## src/hdl/fxalu_pkg.sv

```systemverilog
package fxalu_pkg;

  localparam int unsigned FRACTION_BITS_DEF = 8;
  localparam int unsigned WORD_WIDTH_DEF    = 32;
  localparam int unsigned FIELD_W           = 32;
  localparam int unsigned MODE_W            = 4;

  typedef enum logic [MODE_W-1:0] {
    MODE_ADD      = 4'd0,
    MODE_SUB      = 4'd1,
    MODE_MUL      = 4'd2,
    MODE_DIV      = 4'd3,
    MODE_MIN      = 4'd4,
    MODE_MAX      = 4'd5,
    MODE_INC      = 4'd6,
    MODE_DEC      = 4'd7,
    MODE_TO_INT   = 4'd8,
    MODE_FROM_INT = 4'd9
  } mode_e;

  // Flags and mode that ride along the divider row.
  typedef struct packed {
    logic             valid;
    logic [MODE_W-1:0] mode;
    logic             neg;
    logic             a_neg;
    logic             b_zero;
    logic             lt;
    logic             eq;
    logic             gt;
  } ctl_t;

endpackage

```

## src/hdl/fxalu_div_cell.sv

```systemverilog
// One restoring-division step: shift in a numerator bit, try subtract.
module fxalu_div_cell #(
  parameter int unsigned NW = 40,
  parameter int unsigned DW = 33,
  parameter int unsigned RW = 32
) (
  input  logic            clk_i,
  input  logic            rst_ni,
  input  fxalu_pkg::ctl_t ctl_i,
  input  logic [NW-1:0]   num_i,
  input  logic [DW-1:0]   den_i,
  input  logic [DW:0]     rem_i,
  input  logic [NW-1:0]   quo_i,
  input  logic [RW-1:0]   res_i,
  input  logic            sat_i,
  output fxalu_pkg::ctl_t ctl_o,
  output logic [NW-1:0]   num_o,
  output logic [DW-1:0]   den_o,
  output logic [DW:0]     rem_o,
  output logic [NW-1:0]   quo_o,
  output logic [RW-1:0]   res_o,
  output logic            sat_o
);

  logic [DW+1:0] trial;
  logic [DW+1:0] diff;
  logic          fits;
  fxalu_pkg::ctl_t ctl_q;
  logic [NW-1:0]   num_q, quo_q;
  logic [DW-1:0]   den_q;
  logic [DW:0]     rem_q;
  logic [RW-1:0]   res_q;
  logic            sat_q;

  assign trial = {rem_i, num_i[NW-1]};
  assign diff  = trial - {2'b00, den_i};
  assign fits  = ~diff[DW+1];

  always_ff @(posedge clk_i or negedge rst_ni) begin
    if (!rst_ni) begin
      ctl_q <= '0;
    end else begin
      ctl_q <= ctl_i;
    end
  end

  always_ff @(posedge clk_i) begin
    num_q <= {num_i[NW-2:0], 1'b0};
    den_q <= den_i;
    rem_q <= fits ? diff[DW:0] : trial[DW:0];
    quo_q <= {quo_i[NW-2:0], fits};
    res_q <= res_i;
    sat_q <= sat_i;
  end

  assign ctl_o = ctl_q;
  assign num_o = num_q;
  assign den_o = den_q;
  assign rem_o = rem_q;
  assign quo_o = quo_q;
  assign res_o = res_q;
  assign sat_o = sat_q;

endmodule

```

## config.mk

```make
export PLATFORM = sky130hd
export DESIGN_NAME = fxalu_div_cell
export DESIGN_NICKNAME = d
export VERILOG_FILES = /design/src/hdl/fxalu_pkg.sv /design/src/hdl/fxalu_div_cell.sv
export SDC_FILE = /design/constraint.sdc
export NUM_CORES = 1
export LEC_CHECK = 0
export ABC_AREA = 1
export BUFFER_PORTS_ARGS = -buffer_cell sky130_fd_sc_hd__buf_2
export CAP_MARGIN = 20
export CORE_AREA = 2 2 148 150
export DETAILED_ROUTE_END_ITERATION = 8
export DIE_AREA = 0 0 150 152
export PLACE_DENSITY = 0.74
export SYNTH_ARGS = -nofsm -noshare
export SYNTH_HDL_FRONTEND = slang
export SYNTH_SLANG_ARGS = --single-unit
```

## constraint.sdc

```tcl
create_clock -name clk_i -period 0.85 [get_ports clk_i]
set_input_delay 0 -clock clk_i [delete_from_list [all_inputs] [get_ports clk_i]]
set_output_delay 0 -clock clk_i [all_outputs]
set_load 0.005 [all_outputs]
```

==> flow_summary_export.csv, run 1 <==
group,metric,value,unit
outcome,outcome,"complete, but fails checks",
outcome,violations,"setup timing",
pwr,p_sw,7.66,mW
sta,period_minus_slack,1440,ps
logic_synthesis,seq_area_frac_synth,55.3,%
route,via_count,8757,
critical_path,path_cells,"buf_2 -> inv_1 -> ha_4 -> nand2_1 -> nor2_2 -> nand2_1 -> inv_1 -> nand2_2 -> nand2_2 -> nand2_4 -> buf_6 -> nand3_4 -> nand2_8 -> buf_12 -> nand2_1 -> nand2_1",
logic_synthesis,synth_cell_types,32,
sta,rsz0062_at_grt,"yes",
global_routing,grt_pass1_wl,44700,um
final_layout,fillers,1453,
route,route.detailed.drc,0,
logic_synthesis,synth-main-ff-cell,"dfxtp_1",
logic_synthesis,synth.top_cell.area_share,51.4,%
sta,slew_viol_final,0,
pwr,p_total,25.0,mW
pwr,sw_frac_of_total,30.6,%
logic_synthesis,syn_inst,836,
sta,setup_ws,-591,ps
sta,max_freq,0.694,GHz
clocking,cts.sinks,190,
critical_path,cpMaxStageDelayCell,"ha_4",
route,drtIter0Drc,622,
clocking,cts_root_buffer,"clkbuf_16",
critical_path,critPathLaunch,"den_i[10]",
global_routing,grtUsageTotal,25.4,%
route,detail-route-antenna-nets,0,
sta,hold_viol,0,
sta,setup_viol_count_final,213,
worst_hold_path,hold_class,"in -> reg",
route,wl_per_cell,18.4,um
global_routing,grt_max_degree,21,
critical_path,crit_top_cell,"nand2_1",
worst_hold_path,worstHoldStart,"rem_i[3]",
pwr,power_frac_comb,27.9,%
pwr,p_clk_share,32.4,%
place,gp_congestion,0.937,
die,die_w,150,um
route,drtPass1Iterations,7,
global_routing,gr-total-overflow,0,
die,dieArea,0.0228,sq mm
clocking,cts.clk_slew.worst_paths,80,ps
clocking,cts_buffers,17,
place,place_area,0.0104,sq mm
critical_path,cp-end-kind,"register",
logic_synthesis,synth_edf_count,0,
final_layout,final_util,68.5,%
worst_hold_path,hold-path-endpoint,"rem_o[4]$_DFF_P_",
critical_path,cp_max_fo,6,
clocking,cts_tree,"done",
route,routed_wl,34400,um
logic_synthesis,syn-cell-area,0.00698,sq mm
global_routing,antenna_found_initial,3,
sta,period_share,170,%
die,die_h,152,um
die,core_area,0.0214,sq mm
critical_path,cp_data_required_time,1170,ps
pwr,p_leak,7.45,nW
place,dpl.hpwl,19800,um
worst_hold_path,hold-path-cell-count,5,
global_routing,grt_pass1_vias,8614,
critical_path,cp-start-kind,"input port",
clocking,cts_buffer_depth,2,
die,rows,54,
final_layout,num-nets-final,1800,
die,start_util,32.7,%
logic_synthesis,syn-num-nets,1063,
clocking,cts_max_level,4,
pwr,seq_power_share,39.8,%
logic_synthesis,avgSynthCellArea,8.35,sq um
pwr,p_per_area,1710,mW/mm^2
logic_synthesis,synth.largest_area_cell,"dfxtp_1",
logic_synthesis,ys_async_sr_fraction,5.79,%
critical_path,slowest_delay,300,ps
critical_path,arrival,1770,ps
die,io_pins,384,
pwr,p_int,17.4,mW
sta,whs,54.0,ps
final_layout,design_area,0.0146,sq mm
route,vias_per_cell,4.69,
place,port_buffers,381,
logic_synthesis,ys_top_cells_by_area,"dfxtp_1, nand2_1, inv_1",
pwr,peakVddDrop,1.34,mV
logic_synthesis,synth-seq-cells,190,
job,max-cap-violations,0,
logic_synthesis,synth_warnings,0,
final_layout,drive_gt1_share,53.8,%
final_layout,areaGrowthSynthToFinish,110,%
critical_path,path_class,"in -> reg",
cells in the mapped netlist (2+ instances only):
master and n:
nor3_1 7, a21oi_1 31, nand2_2 15, dfrtp_1 11, nor2_1 56, o21ai_1 4
nand2_1 280, o21ai_0 12, nand2_4 2, o21bai_1 4, nand3_2 2, nand4_1 3
buf_6 5, dfxtp_1 179, nand3_1 28, inv_1 128, a21oi_2 3, ha_1 33
xor2_1 17, nor4_1 2, xnor2_1 2, nor2_2 2
flip-flops by register name, summed over array words and instances (netlist names):
signal	cells
quo_o	40
num_o	39
rem_o	34
den_o	33
res_o	32
ctl_o	11
sat_o	1
layout make-up:
cell class,instances,area [sq um],area share [%]
Clock buffer,18,429,2.93
Multi-Input combinational cell,510,3510,24.0
Clock inverter,14,168,1.15
Antenna cell,3,7.51,0.0513
Timing Repair Buffer,725,5680,38.9
Inverter,129,499,3.41
Sequential cell,190,3980,27.2
Tap cell,280,350,2.40
cells in the final DEF (no fill, tap or decap), types with 17 or more instances in the layout:
cell type      instances
buf_4                136
xor2_1                17
nand2_1              211
dfxtp_1               83
buf_2                298
nor2_1                43
clkbuf_16             22
buf_6                 86
inv_2                 26
dfxtp_2               94
ha_4                  31
nand2_2               55
nand2_4               29
inv_1                 99
nand3_1               24
a21oi_1               19
dlygate4sd3_1        192
power groups by stage:
stage | clock, mW | sequential [mW] | combinational, mW
after floorplan | 0 | 10.1 | 1.94
after global placement | 0 | 9.97 | 4.48
after detailed placement | 0 | 9.97 | 4.57
after CTS | 8.17 | 9.80 | 5.66
after global routing | 8.60 | 10.0 | 7.40
final | 8.10 | 9.95 | 6.97
metrics by stage:
stage	instances	setup TNS (ps)	setup WS, ps
2_1_floorplan	836	-22820	-659
3_3_place_gp	1617	-32470	-1020
3_5_place_dp	1617	-33600	-1050
4_1_cts	1850	-20700	-481
5_1_grt	1869	-29860	-666
6_report	1869	-22690	-591
layer usage:
metal / track usage [%] / part of all wire (%)
met5: 0 / 0
met4: 9.39 / 6.0
met3: 5.38 / 7.9
met2: 46.7 / 51
met1: 28.3 / 35
cells by family after synthesis:
family / count (synthesis) / synth area share [%]
adders and majority gates: 34 / 6.21
xor gates and xnor gates: 19 / 2.39
other: 1 / 0.0538
DFF: 190 / 55.3
and+or+nand+nor: 401 / 23.6
AOI/OAI and AO/OA: 55 / 4.29
buffers and inverters: 136 / 8.14
how the worst max path moves through the flow:
stage	end	slack, ps	depth (start not counted)
5_1_grt	rem_o[19]$_DFF_P_	-670	14
2_1_floorplan	rem_o[28]$_DFF_P_	-660	15
6_report	rem_o[27]$_DFF_P_	-590	16
4_1_cts	rem_o[32]$_DFF_P_	-480	18
3_5_place_dp	rem_o[33]$_DFF_P_	-1050	16
3_3_place_gp	rem_o[33]$_DFF_P_	-1020	16
critical path: cells and delay by family:
family / cells / cell delay (ps)
adders and majority gates: 1 / 300
buffers and inverters: 5 / 580
and+or+nand+nor: 10 / 880
repair_timing:
action,in CTS,in global routing
buffers inserted,7,13
endpoints found under the setup margin,224,225
gates cloned,2,5
pin swaps,11,38
hold buffers,192,0
gates resized for setup,106,277
endpoints found under the hold margin,200,0
Note: power is estimated with default switching activity, not from simulation.
==> inputs of run 2 (changes only) <==
--- a/config.mk
+++ b/config.mk
@@ -12,6 +12,7 @@
 export DETAILED_ROUTE_END_ITERATION = 8
 export DIE_AREA = 0 0 150 152
 export PLACE_DENSITY = 0.74
+export REMOVE_ABC_BUFFERS = 1
 export SYNTH_ARGS = -nofsm -noshare
 export SYNTH_HDL_FRONTEND = slang
 export SYNTH_SLANG_ARGS = --single-unit
==> flow_summary_export.csv, run 2 (synthesis results as in run 1) <==
group,metric,value,unit
sta,fin_setup_tns,-25720,ps
die,core_area,0.0214,sq mm
final_layout,layout_commonest_cell,"buf_2",
critical_path,cpMaxStageDelayCell,"xor2_1",
sta,setup_viol_count_final,195,
global_routing,grt_pass1_wl,46600,um
sta,period_share,190,%
pwr,seq_power_share,39.4,%
clocking,cts_root_buffer,"clkbuf_16",
clocking,cts_tree,"done",
global_routing,grtUsageTotal,26.5,%
pwr,p_leak,7.48,nW
pwr,p_int,17.4,mW
outcome,violations,"setup timing",
final_layout,areaGrowthSynthToFinish,111,%
outcome,outcome,"complete, but fails checks",
die,dieArea,0.0228,sq mm
sta,slew_viol_final,0,
clocking,cts_buffers,17,
clocking,cts_buffer_depth,2,
final_layout,fillers,1462,
critical_path,cp_max_fo,4,
critical_path,worst-path-buf-inv,3,
pwr,p_sw,7.83,mW
clocking,cts_max_level,4,
die,start_util,32.7,%
pwr,sw_frac_of_total,31.1,%
pwr,p_per_area,1710,mW/mm^2
sta,rsz0062_at_grt,"yes",
critical_path,critPathTopFamily,"simple AND/OR/NAND/NOR gates",
route,wl_per_cell,19.0,um
critical_path,cp_data_required_time,1230,ps
final_layout,drive_gt1_share,55.0,%
die,die_w,150,um
place,dpl.hpwl,19600,um
global_routing,grt_pass1_vias,9134,
critical_path,critPathLaunch,"den_i[10]",
sta,period_minus_slack,1620,ps
route,vias_per_cell,4.75,
critical_path,crit_top_cell,"nand2_1",
global_routing,grt_max_degree,21,
critical_path,cp-start-kind,"input port",
place,port_buffers,381,
pwr,peakVddDrop,1.63,mV
clocking,cts.clk_slew.worst_paths,80,ps
critical_path,crit_path_end,"rem_o[13]$_DFF_P_",
job,max-cap-violations,0,
place,gp_congestion,0.972,
die,rows,54,
sta,setup_ws,-765,ps
sta,max_freq,0.619,GHz
clocking,cts.sinks,190,
die,die_h,152,um
final_layout,layout_common_cells,"buf_2, nand2_1, dlygate4sd3_1, buf_4, inv_1",
global_routing,antenna_found_initial,4,
die,io_pins,384,
route,drtIter0Drc,679,
route,route.detailed.drc,0,
critical_path,slowest_delay,300,ps
final_layout,num-nets-final,1812,
pwr,p_clk_share,32.2,%
critical_path,path_class,"in -> reg",
critical_path,path_cells,"buf_2 -> inv_1 -> ha_4 -> nand2_1 -> nand2_1 -> nand2_1 -> nand2_2 -> nor2_1 -> nand2_2 -> buf_4 -> xor2_1 -> nand2_2 -> nand2_1",
pwr,p_total,25.2,mW
route,routed_wl,35700,um
worst_hold_path,hold_class,"in -> async",
route,via_count,8934,
sta,hold_viol,0,
critical_path,arrival,1990,ps
global_routing,gr-total-overflow,0,
pwr,power_frac_comb,28.4,%
final_layout,largest_register_ffs,40,
critical_path,cp_num_cells,13,
route,detail-route-antenna-nets,0,
critical_path,cp-end-kind,"register",
route,drtPass1Iterations,8,
run 2: cell types whose count changed in the layout (fill, tap and decap cells not counted), sizes merged:
cell	delta
clkbuf	-3
clkinv	+2
inv	-2
dlygate4sd3	-1
buf	+16
run 2: final cells by class:
cell class | instances | area (sq um) | share of cell area (%)
Antenna cell | 3 | 7.51 | 0.0510
Clock inverter | 14 | 175 | 1.19
Timing Repair Buffer | 737 | 5730 | 38.9
Tap cell | 280 | 350 | 2.38
Multi-Input combinational cell | 510 | 3550 | 24.1
Inverter | 129 | 492 | 3.34
Sequential cell | 190 | 3980 | 27.0
Clock buffer | 18 | 429 | 2.92
run 2: power by group through the flow:
stage	sequential (mW)	combinational (mW)	clock [mW]
4_1_cts	9.80	5.87	8.12
2_1_floorplan	10.1	1.70	0
3_5_place_dp	9.97	4.39	0
3_3_place_gp	9.96	4.31	0
5_1_grt	9.98	7.54	8.57
6_report	9.93	7.15	8.11
run 2: worst min-delay path by stage:
stage | start | endpoint | slack [ps] | depth (start not counted)
final | rst_ni | ctl_o[9]$_DFF_PN0_ | 30 | 2
after global routing | rst_ni | ctl_o[9]$_DFF_PN0_ | 20 | 2
after CTS | rst_ni | ctl_o[7]$_DFF_PN0_ | 3 | 2
after detailed placement | rst_ni | ctl_o[0]$_DFF_PN0_ | -120 | 1
after global placement | rst_ni | ctl_o[0]$_DFF_PN0_ | -120 | 1
after floorplan | rst_ni | ctl_o[0]$_DFF_PN0_ | -300 | 0
run 2: what timing repair did:
item | CTS | global route
setup buffers | 13 | 13
endpoints found under the setup margin | 212 | 225
gates cloned | 4 | 2
resized for setup | 147 | 278
pin swaps | 9 | 71
endpoints found under the hold margin | 200 | 0
hold buffers | 191 | 0
run 2: metal layers:
layer	GRT usage [%]	share of wire [%]	routed length [um]	vias to the layer above
met5	0	0.036	13	-
met3	5.83	8.6	3060	211
met2	48.4	50	17800	587
li1	-	-	-	4049
met1	27.3	35	12400	4085
met4	15.7	7.0	2490	2
run 2: stage by stage:
step	cells	instance area (sq um)	setup slack [ps]	hold WS, ps	utilization (%)
final	1881	14700	-765	29.1	68.9
after global routing	1881	14700	-768	16.2	68.9
after CTS	1865	13600	-514	2.70	63.8
after detailed placement	1625	10200	-1060	-116	47.8
after global placement	1625	10200	-1020	-122	47.8
after floorplan	829	6890	-836	-296	-
==> inputs of run 3 (changes only) <==
--- a/config.mk
+++ b/config.mk
@@ -11,7 +11,6 @@
 export CORE_AREA = 2 2 148 150
 export DETAILED_ROUTE_END_ITERATION = 8
 export DIE_AREA = 0 0 150 152
-export PLACE_DENSITY = 0.74
 export REMOVE_ABC_BUFFERS = 1
 export SYNTH_ARGS = -nofsm -noshare
 export SYNTH_HDL_FRONTEND = slang
==> flow_summary_export.csv, run 3 (synthesis results as in run 1) <==
group,metric,value,unit
die,start_util,32.7,%
global_routing,antenna_found_initial,3,
worst_hold_path,hold_class,"in -> reg",
final_layout,design_area,0.0142,sq mm
global_routing,grtUsageTotal,23.5,%
clocking,cts.clk_slew.worst_paths,80,ps
clocking,cts_buffers,17,
clocking,cts_root_buffer,"clkbuf_16",
sta,max_freq,0.675,GHz
pwr,power_frac_comb,26.2,%
outcome,violations,"setup timing",
critical_path,path_cells,"buf_2 -> inv_1 -> ha_4 -> nand2_2 -> buf_4 -> nor2_2 -> inv_1 -> nor2_2 -> o21ai_0 -> nand3_1 -> xor2_1 -> nand2_2 -> nand2_1",
critical_path,cpMaxStageDelayCell,"ha_4",
place,dpl.cell_count,1603,
global_routing,grt_pass1_vias,8169,
route,via_count,8197,
route,routed_wl,30300,um
clocking,cts_tree,"done",
final_layout,largest_register_ffs,40,
critical_path,slowest_delay,310,ps
sta,fin_setup_tns,-20180,ps
pwr,p_int,17.0,mW
sta,rsz0062_at_grt,"yes",
place,gp_congestion,0.907,
final_layout,areaGrowthSynthToFinish,103,%
route,wl_per_cell,16.4,um
die,die_h,152,um
critical_path,cp_max_fo,4,
job,max-cap-violations,0,
pwr,p_sw,7.22,mW
final_layout,layout_common_cells,"buf_2, nand2_1, dlygate4sd3_1, buf_4, inv_1",
sta,slew_viol_final,0,
route,drtIter0Drc,476,
final_layout,drive_gt1_share,51.2,%
route,detail-route-antenna-nets,0,
final_layout,layout_commonest_cell,"buf_2",
pwr,sw_frac_of_total,29.8,%
route,vias_per_cell,4.44,
critical_path,arrival,1860,ps
sta,period_share,174,%
pwr,p_leak,7.22,nW
final_layout,fin_cells,1846,
sta,setup_ws,-631,ps
global_routing,grt_max_degree,21,
sta,hold_viol,0,
die,io_pins,384,
place,dpl.hpwl,18700,um
sta,period_minus_slack,1480,ps
critical_path,crit_path_end,"rem_o[20]$_DFF_P_",
pwr,p_clk_share,33.0,%
critical_path,path_class,"in -> reg",
die,die_w,150,um
global_routing,gr-total-overflow,0,
clocking,cts_buffer_depth,2,
pwr,peakVddDrop,1.19,mV
clocking,cts_max_level,4,
route,drtPass1Iterations,5,
outcome,outcome,"complete, but fails checks",
clocking,cts.sinks,190,
die,rows,54,
global_routing,grt_pass1_wl,41500,um
sta,setup_viol_count_final,207,
final_layout,num-nets-final,1778,
die,core_area,0.0214,sq mm
critical_path,cp-end-kind,"register",
place,preCtsSetupSlack,-1040,ps
final_layout,fillers,1618,
pwr,p_total,24.3,mW
pwr,p_per_area,1710,mW/mm^2
critical_path,cp_data_required_time,1230,ps
place,port_buffers,381,
die,dieArea,0.0228,sq mm
place,place_area,0.0100,sq mm
route,route.detailed.drc,0,
pwr,seq_power_share,40.8,%
critical_path,cp-start-kind,"input port",
critical_path,critPathLaunch,"den_i[12]",
[run 3: worst max-delay path: cells and delay by family]
family / cells / cell delay (ps)
AOI/OAI and AO/OA: 1 / 160
adders and majority gates: 1 / 310
and+or+nand+nor: 6 / 730
xor gates and xnor gates: 1 / 190
buffers and inverters: 4 / 450
[run 3: timing repair]
action | CTS | global route
gates cloned | 1 | 7
endpoints found under the setup margin | 225 | 225
gates resized for setup | 141 | 190
setup buffers | 8 | 1
hold endpoints to repair | 200 | 0
hold buffers | 192 | 0
pin swaps | 9 | 40
[run 3: worst min-delay path by stage]
stage / startpoint / endpoint / cells after the start
finish: rem_i[5] / rem_o[6]$_DFF_P_ / 5
global route: rem_i[5] / rem_o[6]$_DFF_P_ / 5
CTS: rem_i[1] / rem_o[2]$_DFF_P_ / 5
detailed placement: rst_ni / ctl_o[5]$_DFF_PN0_ / 1
global placement: rst_ni / ctl_o[5]$_DFF_PN0_ / 1
floorplan: rst_ni / ctl_o[0]$_DFF_PN0_ / 0
[run 3: per-layer routing]
| metal | wire (um) | up-vias | GRT usage (%) |
|---|---|---|---|
| met5 | 11 | - | 0 |
| met4 | 838 | 2 | 7.82 |
| met3 | 1940 | 70 | 4.89 |
| met2 | 15900 | 336 | 43.6 |
| met1 | 11600 | 3801 | 26.3 |
| li1 | - | 3988 | - |
[run 3: per-stage QoR]
stage / util (%) / hold WS [ps]
floorplan: - / -296
global placement: 47.1 / -126
detailed placement: 47.1 / -125
CTS: 62.4 / 3.42
global route: 66.3 / 26.1
finish: 66.3 / 11.1
[run 3: power groups by stage]
| stage | Combinational, mW | Clock (mW) | Sequential (mW) |
|---|---|---|---|
| after floorplan | 1.70 | 0 | 10.1 |
| after global placement | 4.22 | 0 | 9.94 |
| after detailed placement | 4.25 | 0 | 9.94 |
| after CTS | 5.53 | 8.20 | 9.76 |
| after global routing | 6.85 | 8.64 | 9.94 |
| final | 6.36 | 8.01 | 9.89 |
[run 3: cell type report]
cell class	instances	area, sq um	area share [%]
Clock inverter	14	158	1.11
Clock buffer	18	429	3.03
Inverter	129	487	3.44
Tap cell	280	350	2.48
Sequential cell	190	3960	28.0
Timing Repair Buffer	703	5420	38.3
Multi-Input combinational cell	510	3350	23.7
Antenna cell	2	5.00	0.0354
